===== src/hdl/kss_pkg.sv =====
// ============================================================================
// kss_pkg
// shared types, sizes and helpers of the k-sorted stream sorter
// ============================================================================
package kss_pkg;

	localparam int MAX_WINDOW = 16;
	localparam int IDX_W      = $clog2(MAX_WINDOW);
	localparam int CNT_W      = $clog2(MAX_WINDOW + 1);
	localparam int WIN_W      = 5;
	localparam int VAL_W      = 32;

	typedef logic signed [VAL_W-1:0] value_t;
	typedef logic [IDX_W-1:0]        idx_t;
	typedef logic [CNT_W-1:0]        cnt_t;
	typedef logic [WIN_W-1:0]        win_t;

	// requests from the control fsm to the value store
	typedef struct packed {
		logic   scan_go;
		cnt_t   scan_len;
		logic   wr_en;
		idx_t   wr_addr;
		value_t wr_data;
	} store_cmd_t;

	// outcome of a min scan, held stable until the next scan
	typedef struct packed {
		logic   done;
		idx_t   min_idx;
		value_t min_val;
		value_t tail_val;
	} store_res_t;

	// window of zero acts as one, above the store depth it saturates
	function automatic cnt_t eff_window(input win_t w);
		cnt_t r;
		if (w == '0) begin
			r = cnt_t'(1);
		end else if (int'(w) > MAX_WINDOW) begin
			r = cnt_t'(MAX_WINDOW);
		end else begin
			r = cnt_t'(w);
		end
		return r;
	endfunction

endpackage


===== src/hdl/kss_store.sv =====
// ============================================================================
// kss_store
// value memory with a one-entry-per-cycle minimum scan
// ============================================================================
module kss_store (
	input  logic                   clk,
	input  logic                   arst_n,
	input  kss_pkg::store_cmd_t    cmd,
	output kss_pkg::store_res_t    res
);

	kss_pkg::value_t mem [kss_pkg::MAX_WINDOW];

	logic            scanning_q;
	kss_pkg::cnt_t   rd_ptr_q;
	kss_pkg::cnt_t   len_q;
	logic            rd_end;

	logic            rd_vld_s1;
	logic            rd_end_s1;
	kss_pkg::idx_t   rd_idx_s1;
	kss_pkg::value_t rd_data_s1;

	logic            done_q;
	kss_pkg::value_t best_val_q;
	kss_pkg::idx_t   best_idx_q;
	kss_pkg::value_t tail_val_q;

	assign rd_end = (rd_ptr_q == len_q - kss_pkg::cnt_t'(1));

	always_ff @(posedge clk or negedge arst_n) begin
		if (!arst_n) begin
			scanning_q <= 1'b0;
			rd_ptr_q   <= '0;
			len_q      <= '0;
			rd_vld_s1  <= 1'b0;
			rd_end_s1  <= 1'b0;
			done_q     <= 1'b0;
		end else begin
			if (cmd.scan_go) begin
				scanning_q <= 1'b1;
				rd_ptr_q   <= '0;
				len_q      <= cmd.scan_len;
			end else if (scanning_q) begin
				rd_ptr_q <= rd_ptr_q + kss_pkg::cnt_t'(1);
				if (rd_end) begin
					scanning_q <= 1'b0;
				end
			end
			rd_vld_s1 <= scanning_q;
			rd_end_s1 <= scanning_q && rd_end;
			done_q    <= rd_vld_s1 && rd_end_s1;
		end
	end

	// memory port and scan datapath
	always_ff @(posedge clk) begin
		if (cmd.wr_en) begin
			mem[cmd.wr_addr] <= cmd.wr_data;
		end
		rd_data_s1 <= mem[rd_ptr_q[kss_pkg::IDX_W-1:0]];
		rd_idx_s1  <= rd_ptr_q[kss_pkg::IDX_W-1:0];
		if (rd_vld_s1) begin
			if (rd_idx_s1 == '0 || rd_data_s1 < best_val_q) begin
				best_val_q <= rd_data_s1;
				best_idx_q <= rd_idx_s1;
			end
			if (rd_end_s1) begin
				tail_val_q <= rd_data_s1;
			end
		end
	end

	assign res.done     = done_q;
	assign res.min_idx  = best_idx_q;
	assign res.min_val  = best_val_q;
	assign res.tail_val = tail_val_q;

endmodule


===== src/hdl/k_sorted_stream_sorter.sv =====
// ============================================================================
// k_sorted_stream_sorter
// sorts a nearly sorted stream through a small min store
// ============================================================================
//
// channel  | handshake              | payload
// ---------+------------------------+---------------------------
// input    | in_valid / in_stall    | value (s32), last
// output   | out_valid / out_stall  | value_out (s32), last_of_run
// config   | cfg_valid / cfg_ready  | window (5 bits)
//
// an item that only fills the store is written straight in; an item that releases
// a value waits for the one-entry-per-cycle min scan over the value memory
// and then for the emit. a drain after a last mark runs a scan and an emit
// per drained value.
// reset clears the fill count, the fsm and the output valid flag; window is 4.
// the output register lets a new item in while a result waits; a stalled
// output holds the fsm in its emit state until the register frees up.
//
module k_sorted_stream_sorter (
	input  logic                  clk,
	input  logic                  arst_n,
	// input channel
	input  logic                  in_valid,
	output logic                  in_stall,
	input  kss_pkg::value_t       value,
	input  logic                  last,
	// output channel
	output logic                  out_valid,
	input  logic                  out_stall,
	output kss_pkg::value_t       value_out,
	output logic                  last_of_run,
	// config channel
	input  logic                  cfg_valid,
	output logic                  cfg_ready,
	input  kss_pkg::win_t         window
);

	typedef enum logic [2:0] {
		ST_IDLE = 3'b001,
		ST_SCAN = 3'b010,
		ST_EMIT = 3'b100
	} state_t;

	state_t              state_q;
	kss_pkg::cnt_t       held_count_q;
	kss_pkg::win_t       window_q;
	kss_pkg::value_t     value_q;
	logic                last_q;
	logic                drain_q;     // current scan belongs to the drain
	logic                out_valid_q;
	kss_pkg::value_t     value_out_q;
	logic                last_of_run_q;

	kss_pkg::cnt_t       eff_win;
	logic                release_min;
	logic                in_accept;
	logic                out_free;
	logic                emit_fire;
	kss_pkg::store_cmd_t cmd;
	kss_pkg::store_res_t res;

	kss_store u_store (
		.clk    (clk),
		.arst_n (arst_n),
		.cmd    (cmd),
		.res    (res)
	);

	assign eff_win     = kss_pkg::eff_window(window_q);
	assign release_min = (held_count_q >= eff_win) && (held_count_q != '0);
	assign in_stall    = (state_q != ST_IDLE);
	assign in_accept   = in_valid && !in_stall;
	assign out_free    = !out_valid_q || !out_stall;
	assign emit_fire   = (state_q == ST_EMIT) && out_free;
	assign cfg_ready   = 1'b1;

	// store requests; a write never lands on an entry under scan because
	// the scan starting at the same edge reads its first entry in the following cycle
	always_comb begin
		cmd = '0;
		if (in_accept) begin
			if (release_min) begin
				// window reached: find the min, the new value replaces it
				cmd.scan_go  = 1'b1;
				cmd.scan_len = held_count_q;
			end else begin
				cmd.wr_en   = 1'b1;
				cmd.wr_addr = held_count_q[kss_pkg::IDX_W-1:0];
				cmd.wr_data = value;
				if (last) begin
					cmd.scan_go  = 1'b1;
					cmd.scan_len = held_count_q + kss_pkg::cnt_t'(1);
				end
			end
		end else if (emit_fire) begin
			cmd.wr_en   = 1'b1;
			cmd.wr_addr = res.min_idx;
			if (!drain_q) begin
				cmd.wr_data = value_q;
				if (last_q) begin
					cmd.scan_go  = 1'b1;
					cmd.scan_len = held_count_q;
				end
			end else begin
				// drain: tail entry fills the hole left by the min
				cmd.wr_data = res.tail_val;
				if (held_count_q > kss_pkg::cnt_t'(1)) begin
					cmd.scan_go  = 1'b1;
					cmd.scan_len = held_count_q - kss_pkg::cnt_t'(1);
				end
			end
		end
	end

	always_ff @(posedge clk or negedge arst_n) begin
		if (!arst_n) begin
			state_q      <= ST_IDLE;
			held_count_q <= '0;
			window_q     <= kss_pkg::win_t'(4);
			drain_q      <= 1'b0;
			out_valid_q  <= 1'b0;
		end else begin
			if (cfg_valid && cfg_ready) begin
				window_q <= window;
			end

			if (emit_fire) begin
				out_valid_q <= 1'b1;
			end else if (!out_stall) begin
				out_valid_q <= 1'b0;
			end

			case (state_q)
				ST_IDLE: begin
					if (in_accept) begin
						if (release_min) begin
							drain_q <= 1'b0;
							state_q <= ST_SCAN;
						end else begin
							held_count_q <= held_count_q + kss_pkg::cnt_t'(1);
							if (last) begin
								drain_q <= 1'b1;
								state_q <= ST_SCAN;
							end
						end
					end
				end
				ST_SCAN: begin
					if (res.done) begin
						state_q <= ST_EMIT;
					end
				end
				ST_EMIT: begin
					if (out_free) begin
						if (!drain_q) begin
							if (last_q) begin
								drain_q <= 1'b1;
								state_q <= ST_SCAN;
							end else begin
								state_q <= ST_IDLE;
							end
						end else begin
							held_count_q <= held_count_q - kss_pkg::cnt_t'(1);
							if (held_count_q > kss_pkg::cnt_t'(1)) begin
								state_q <= ST_SCAN;
							end else begin
								drain_q <= 1'b0;
								state_q <= ST_IDLE;
							end
						end
					end
				end
				default: begin
					state_q <= ST_IDLE;
				end
			endcase
		end
	end

	// item and result payload
	always_ff @(posedge clk) begin
		if (in_accept) begin
			value_q <= value;
			last_q  <= last;
		end
		if (emit_fire) begin
			value_out_q   <= res.min_val;
			last_of_run_q <= drain_q && (held_count_q == kss_pkg::cnt_t'(1));
		end
	end

	assign out_valid   = out_valid_q;
	assign value_out   = value_out_q;
	assign last_of_run = last_of_run_q;

`ifndef SYNTHESIS
	a_count_bound: assert property (@(posedge clk) disable iff (!arst_n)
		held_count_q <= kss_pkg::cnt_t'(kss_pkg::MAX_WINDOW))
		else $error("fill count above store depth");

	a_run_end_empties: assert property (@(posedge clk) disable iff (!arst_n)
		(emit_fire && drain_q && held_count_q == kss_pkg::cnt_t'(1))
		|=> (held_count_q == '0 && state_q == ST_IDLE))
		else $error("store not empty after run end");

	a_done_in_scan: assert property (@(posedge clk) disable iff (!arst_n)
		res.done |-> (state_q == ST_SCAN))
		else $error("scan result outside scan state");

	a_scan_nonempty: assert property (@(posedge clk) disable iff (!arst_n)
		(state_q == ST_SCAN) |-> (held_count_q != '0))
		else $error("scan over empty store");
`endif

endmodule


===== config.mk =====
export PLATFORM = sky130hd
export DESIGN_NAME = k_sorted_stream_sorter
export DESIGN_NICKNAME = d
export VERILOG_FILES = /design/src/hdl/kss_pkg.sv /design/src/hdl/kss_store.sv /design/src/hdl/k_sorted_stream_sorter.sv
export SDC_FILE = /design/constraint.sdc
export NUM_CORES = 1
export LEC_CHECK = 0
export ABC_AREA = 1
export BUFFER_PORTS_ARGS = -buffer_cell sky130_fd_sc_hd__clkbuf_2
export CAP_MARGIN = 20
export CORE_ASPECT_RATIO = 1.1
export CORE_MARGIN = 1
export CORE_UTILIZATION = 50
export CTS_BUF_LIST = sky130_fd_sc_hd__clkbuf_4 sky130_fd_sc_hd__clkbuf_8 sky130_fd_sc_hd__clkbuf_16
export CTS_CLUSTER_SIZE = 8
export DETAILED_ROUTE_END_ITERATION = 8
export PLACE_DENSITY = 0.74
export SETUP_SLACK_MARGIN = 0.3
export SLEW_MARGIN = 20
export SYNTH_ARGS = -nofsm -noshare
export SYNTH_HDL_FRONTEND = slang
export SYNTH_SLANG_ARGS = --single-unit

===== constraint.sdc =====
create_clock -name clk -period 4.35 [get_ports clk]
set_input_delay 0 -clock clk [delete_from_list [all_inputs] [get_ports clk]]
set_output_delay 0 -clock clk [all_outputs]
set_load 0.01 [all_outputs]

* After elaboration in Yosys (flattened, before gate mapping)
Memories as Yosys holds them, arrays and structs flattened. A register that Yosys moved wholly into a read port is not among the register bits.
Cells that the tools add are included.
** Word-level totals
- Bits in writable memories :: 512
- Memories kept :: 1
- Output and inout bits :: 36
- Register bits after elaboration :: 167
- Bits of input ports :: 43
- Word-level logic and storage cells :: 104
** Memory list
- u_store.mem :: depth 16, width 32, rd ports 1, clocked after memory_dff 1, write ports 1, RTL line kss_store.sv:12 : kss_pkg::value_t mem [kss_pkg::MAX_WINDOW];
** Operators by class
- Reduce and logical (&&, ||, !) cells :: 21
- Add/sub/neg operators :: 4
- Equal/unequal tests :: 13
- Mux-type cells :: 42
- $lt $le $gt $ge :: 4
** Operators with widths (count)
- 2-to-1 mux 43 bit :: 2
- 2-to-1 mux 5 bit :: 8
- 2-to-1 mux 37 bit :: 1
- < comparator 32 bit :: 1
- 2-to-1 mux 32 bit :: 1
- 2-to-1 mux 6 bit :: 5
- 2-to-1 mux 3 bit :: 6
- 2-to-1 mux 1 bit :: 14
- adder 5 x 1 -> 5 bit (second input constant) :: 2
- case mux 5 bit (2 select lines) :: 1
- subtractor 5 x 1 -> 5 bit (second input constant) :: 2
- case mux 3 bit (3 select lines) :: 1
- != test 2 bit (second input constant) :: 4
- AND reduction 4 bit :: 2
- logical AND 1 bit :: 6
- equality test 5 x 1 -> 1 bit (second input constant) :: 1
- equality test 5 bit :: 1
- greater-or-equal comparator 5 bit :: 1
- greater-than comparator 5 x 1 -> 1 bit (second input constant) :: 1
- greater-than comparator 5 bit (second input constant) :: 1
- zero test 5 bit :: 1
- AND reduction 5 bit :: 1
- nonzero test 5 bit :: 1
- zero test 4 bit :: 1
- 12 further kinds :: 19

* Longest topological paths before layout
- Word-level depth :: 9
- Depth in mapped cells :: 15
- Gate-level depth less buffers :: 15

* Modules after synthesis
A second synthesis with hierarchy kept.
** Unflattened totals
- Cell total of the unflattened synthesis :: 2141
- Area, all modules :: 28197.0 µm²
** Modules (own cells, without submodules)
- kss_store :: cells an instance 1727, times used 1, area an instance 24041.8 µm², sequential area each 18487.7 µm²
- k_sorted_stream_sorter :: cells an instance 414, times used 1, area an instance 4155.2 µm², sequential area each 2359.8 µm²

* Worst setup path before layout
OpenSTA, ideal clock, no wires.
- Path kind :: flip-flop to flip-flop
- Start :: reg held_count_q[0]
- End :: mem u_store.mem[2][0] (netlist bit), enable pin
- Library setup time :: 0.421 ns
- Cell stages (with the launch flop) :: 12
- Arrival time :: 3.363 ns
- Path buffers :: 2
- Path slack :: 0.566 ns
- Cells stage by stage :: dfrtp_1 > clkbuf_1 > inv_1 > ha_1 > o2111ai_1 > nand3_1 > nand2_1 > buf_2 > a31oi_1 > inv_1 > nand2_1 > nor2_1
** On the way
- Longest elaborated chain between the ends :: 6
- Elaborated cells between the ends (all ways) :: 7
** RTL lines
- start: declaration :: RTL line k_sorted_stream_sorter.sv:46 : kss_pkg::cnt_t held_count_q;
- start signal: assignment :: RTL line k_sorted_stream_sorter.sv:141 : held_count_q <= held_count_q + kss_pkg::cnt_t'(1);
- start signal: assignment :: RTL line k_sorted_stream_sorter.sv:164 : held_count_q <= held_count_q - kss_pkg::cnt_t'(1);
- greater-or-equal comparator 5 bit / nonzero test 5 bit (equally long branches) :: RTL line k_sorted_stream_sorter.sv:71 : assign release_min = (held_count_q >= eff_win) && (held_count_q != '0);
- logical AND 1 bit :: RTL line k_sorted_stream_sorter.sv:71
- 2-to-1 mux 37 bit * :: RTL line k_sorted_stream_sorter.sv:83 : if (release_min) begin
- 2-to-1 mux 43 bit * :: RTL line k_sorted_stream_sorter.sv:82 : if (in_accept) begin
- 2-to-1 mux 1 bit :: RTL line kss_store.sv:58 : if (cmd.wr_en) begin
- 2-to-1 mux 1 bit (implied by the code) :: RTL line kss_store.sv:59 : mem[cmd.wr_addr] <= cmd.wr_data;
- end: declaration :: RTL line kss_store.sv:12
Mark *: on every way between the ends. The rest lies on a longest branch, timed or not.

* Worst setup path after layout
- Start :: reg window_q[2]
- End :: reg state_q[1]
** On the way
- Longest elaborated chain between the ends :: 8
- Elaborated cells between the ends (all ways) :: 11
** RTL lines
- start: declaration :: RTL line k_sorted_stream_sorter.sv:47 : kss_pkg::win_t window_q;
- start signal: assignment :: RTL line k_sorted_stream_sorter.sv:120 : window_q <= kss_pkg::win_t'(4);
- start signal: assignment :: RTL line k_sorted_stream_sorter.sv:125 : window_q <= window;
- greater-than comparator 5 bit :: RTL line kss_pkg.sv:40 : end else if (int'(w) > MAX_WINDOW) begin
- 2-to-1 mux 5 bit :: RTL line kss_pkg.sv:40
- 2-to-1 mux 5 bit * :: RTL line kss_pkg.sv:38 : if (w == '0) begin
- greater-or-equal comparator 5 bit * :: RTL line k_sorted_stream_sorter.sv:71
- logical AND 1 bit * :: RTL line k_sorted_stream_sorter.sv:71
- 2-to-1 mux 3 bit :: RTL line k_sorted_stream_sorter.sv:137 : if (release_min) begin
- 2-to-1 mux 3 bit :: RTL line k_sorted_stream_sorter.sv:136 : if (in_accept) begin
- case mux 3 bit (3 select lines) :: RTL line k_sorted_stream_sorter.sv:134 : case (state_q)
- end signal: assignment :: RTL line k_sorted_stream_sorter.sv:139 : state_q <= ST_SCAN;
- end signal: assignment :: RTL line k_sorted_stream_sorter.sv:144 : state_q <= ST_SCAN;
- end signal: assignment :: RTL line k_sorted_stream_sorter.sv:151 : state_q <= ST_EMIT;
- end: declaration :: RTL line k_sorted_stream_sorter.sv:45 : state_t state_q;
Mark *: on every way between the ends. The rest lies on a longest branch, timed or not. The select of a mux whose other input is x is not followed.
A chain may end at the register's enable or synchronous reset.

==> impl_metrics.yaml <==
run_status:
  outcome: "completed"
setup_path:
  reg2reg_to: "state_q[1]"
  reg2reg_slack_ns: 0.58
  worst-setup-path-type: "reg -> reg"
  cp_max_fo: 36
  crit_required_ns: 4.76
  cp.arrival_ns: 4.18
  r2r-start: "window_q[2]"
  end_kind: "flip-flop"
  reg2reg_depth: 11
  start_kind: "flip-flop"
sta:
  clock.fmax_mhz: 265.4
  worst_pin_slew_ns: 1.133
  fin_crit_ns: 3.767
  holdWs_ns: 0.1242
  skew_ns: 0.01874
  slew_headroom: 0.2448
  rsz0062_at_grt: "false"
  fin_crit_sh: 0.8661
  totalNegativeSetupSlack_ns: 0
  setup_viol: 0
  drv_slew: 0
  hold_viol: 0
clock_network:
  cts_resized: 0
  cts_tree: "yes"
  cts_hold_buf: 52
  postCtsSetupBuffers: 0
  cts_num_sinks: 711
  cts-root-buf: "clkbuf_16"
  cts_max_level: 3
  path_clk_slew_ns: 0.05
  cts_buffers: 98
  clock_latency_ns: 0.62
  cts_buffer_depth: 3
route:
  wl_per_cell_um: 22.51
  dr_wl_met2_mm: 34.43
  via_per_inst: 5.960
  routed.top_layer: "met4"
  vias: 18250
  dr.first_iter.drc_count: 2080
  dr_wl_met3_mm: 6.024
  wl_mm: 68.93
  route.detailed.drc: 0
  firstDrtPassIters: 6
  drtAntennaViolNets: 0
  wl_met1_mm: 26.19
global_route:
  grt.overflow.total: 0
  grt_max_degree: 261
  grt_antenna_before_repair: 0
  grt_pass1_vias: 18530
  grt_pass1_wl_mm: 105.4
  grt_use_total: 0.2440
synth:
  syn_avg_cell_area_um2: 13.18
  muxShareOfSynthArea: 0.0004025
  synth_top_family_by_area: "compound AO/OA/AOI/OAI gates"
  syn-num-nets: 2207
  synthXorXnorAreaFrac: 0.003443
  synth_cell_types: 52
  yosys_warnings: 0
  postSynthRegisterBits: 711
  synth.area.top_cells: "edfxtp_1 69%, o21ai_0 4.9%, nor2_1 4.1%"
  synthFlopType: "edfxtp_1"
  yosysTopAreaCell: "edfxtp_1"
  netlist_instances: 2123
  ys_seq_area_frac: 0.7451
  synthArstFlopShare: 0.04079
  synth_fa_ha_area_frac: 0.01833
  synth_compound_area_frac: 0.1118
  synth_edf_count: 646
  yosys.area_share.simple: 0.09105
  synth.top_cell.area_share: 0.6933
  syn_area_um2: 27980
finish:
  nFillCells: 3906
  drive_above_1_share: 0.1518
  nets: 2350
  antenna_cells: 0
  areaGrowthSynthToFinish_pct: 17.39
hold_path:
  hold_path_class: "in -> reg"
  hp-start: "value[16]"
  hold_end: "value_q[16]"
  holdPathStages: 2
power_and_ir_drop:
  switchingPower_uw: 8157
  power.leakage_uw: 0.01168
  intPower_uw: 15500
  p_seq_frac: 0.409
  vdd_ir_drop_max_uv: 671.2
  combPwrFrac: 0.285
  clkPwrFrac: 0.306
  swShare: 0.3447
  power.density_nw_per_um2: 720.4
floorplan:
  start_util: 0.5081
  chipWidth_um: 227.5
  die_h_um: 250.1
  coreArea_um2: 55070
  io_pins: 79
  fp-row-count: 90
  dieArea_um2: 56910
job:
  drv_cap: 0
place:
  dp_hpwl_mm: 38.20
  port_buffers: 77
  gp_congestion: 0.8885
[routing by layer]
| layer | up-vias | track usage |
|---|---|---|
| met1 | 8986 | 0.3113 |
| met4 | 0 | 0.1018 |
| li1 | 8103 | - |
| met5 | - | 0 |
| met3 | 170 | 0.04481 |
| met2 | 991 | 0.4086 |
[area by class of cell]
class	count	area [um2]	share of cell area
clock inverters	5	62.56	0.001905
inverters	82	315.3	0.009600
multi-input cells	1206	6436	0.1960
well taps	736	920.9	0.02804
clock buffers	155	2915	0.08876
flip-flops and latches	711	20860	0.6350
repair buffers	167	1339	0.04076
[Yosys cell counts, types with 6 or more instances]
| library cell | instances |
|---|---|
| nand3_1 | 76 |
| dfxtp_1 | 36 |
| a31o_2 | 27 |
| inv_1 | 74 |
| a21oi_1 | 53 |
| ha_1 | 41 |
| buf_2 | 20 |
| edfxtp_1 | 646 |
| o22ai_1 | 78 |
| nor2_1 | 303 |
| o21ai_1 | 6 |
| o211ai_1 | 14 |
| o221ai_1 | 53 |
| dfrtp_1 | 27 |
| o21ai_0 | 276 |
| buf_1 | 10 |
| nand2_1 | 223 |
| nand2_2 | 7 |
| clkbuf_1 | 88 |
| xnor2_1 | 6 |
[cell families (layout without fill, tap and decap cells)]
| kind of cell | after synthesis | after routing |
|---|---|---|
| buf+inv | 206 | 409 |
| flops | 711 | 711 |
| simple gates | 627 | 627 |
| fa+ha+maj | 41 | 41 |
| other cells | 1 | 1 |
| mux | 1 | 1 |
| xor+xnor | 11 | 11 |
| compound gates | 525 | 525 |
[worst max-delay path, stage by stage, from the launching register on]
cell and delay (ns):
dfstp_2 0.53, inv_1 0.05, a31oi_1 0.13, nor2_1 0.08, ha_1 0.29, o2111ai_1 0.21
nand3_1 0.18, nand2_1 0.25, buf_4 0.56, nand2_1 0.15, a21oi_1 0.77, o21ai_0 0.34
[sequential cells by signal, summed over array words and instances (netlist names), 3 cells and up]
name / cells
u_store.mem: 512
u_store.best_val_q: 32
u_store.rd_data_s1: 32
u_store.tail_val_q: 32
value_out: 32
value_q: 32
held_count_q: 5
u_store.len_q: 5
u_store.rd_ptr_q: 5
window_q: 5
u_store.best_idx_q: 4
u_store.rd_idx_s1: 4
state_q: 3
[how the worst max path moves through the flow]
stage               startpoint                end  slack (ns)  depth (start not counted)
5_1_grt            window_q[2]         state_q[1]        0.42                         11
3_3_place_gp       window_q[2]  u_store.mem[4][2]        1.05                         13
3_5_place_dp       window_q[2]         state_q[1]        0.84                         11
4_1_cts            window_q[2]         state_q[1]        0.81                         11
2_1_floorplan  held_count_q[0]  u_store.mem[2][0]        0.57                         11
6_report           window_q[2]         state_q[1]        0.58                         11
[power groups by stage]
stage | Clock (uW) | Sequential, uW | Combinational, uW
2_1_floorplan | 0 | 9530 | 4430
3_3_place_gp | 0 | 9720 | 6250
3_5_place_dp | 0 | 9770 | 6520
4_1_cts | 7280 | 9660 | 6670
5_1_grt | 7570 | 9750 | 7400
6_report | 7240 | 9680 | 6750
[layout by cell type, fill, tap and decap left out, types with 36 or more instances in the layout]
| master | Yosys | final |
|---|---|---|
| nor2_1 | 303 | 285 |
| a21oi_1 | 53 | 53 |
| o22ai_1 | 78 | 78 |
| edfxtp_1 | 646 | 646 |
| dfxtp_1 | 36 | 36 |
| inv_1 | 74 | 72 |
| clkbuf_2 | 0 | 77 |
| clkbuf_4 | 0 | 55 |
| ha_1 | 41 | 41 |
| o221ai_1 | 53 | 53 |
| clkbuf_16 | 0 | 100 |
| dlygate4sd3_1 | 0 | 51 |
| nand3_1 | 76 | 76 |
| o21ai_0 | 276 | 276 |
| nand2_1 | 223 | 223 |
[per-stage QoR]
stage	instance area, um2	cells	setup slack (ns)	total power, uW	util
6_report	32850	3062	0.5825	23660	0.5965
3_5_place_dp	29340	2850	0.8439	16290	0.5328
3_3_place_gp	29330	2850	1.049	15970	0.5327
2_1_floorplan	27980	2123	0.5661	13960	-
4_1_cts	32850	3062	0.8052	23610	0.5965
5_1_grt	32850	3062	0.4179	24710	0.5965
(Power assumes the default switching activity.)
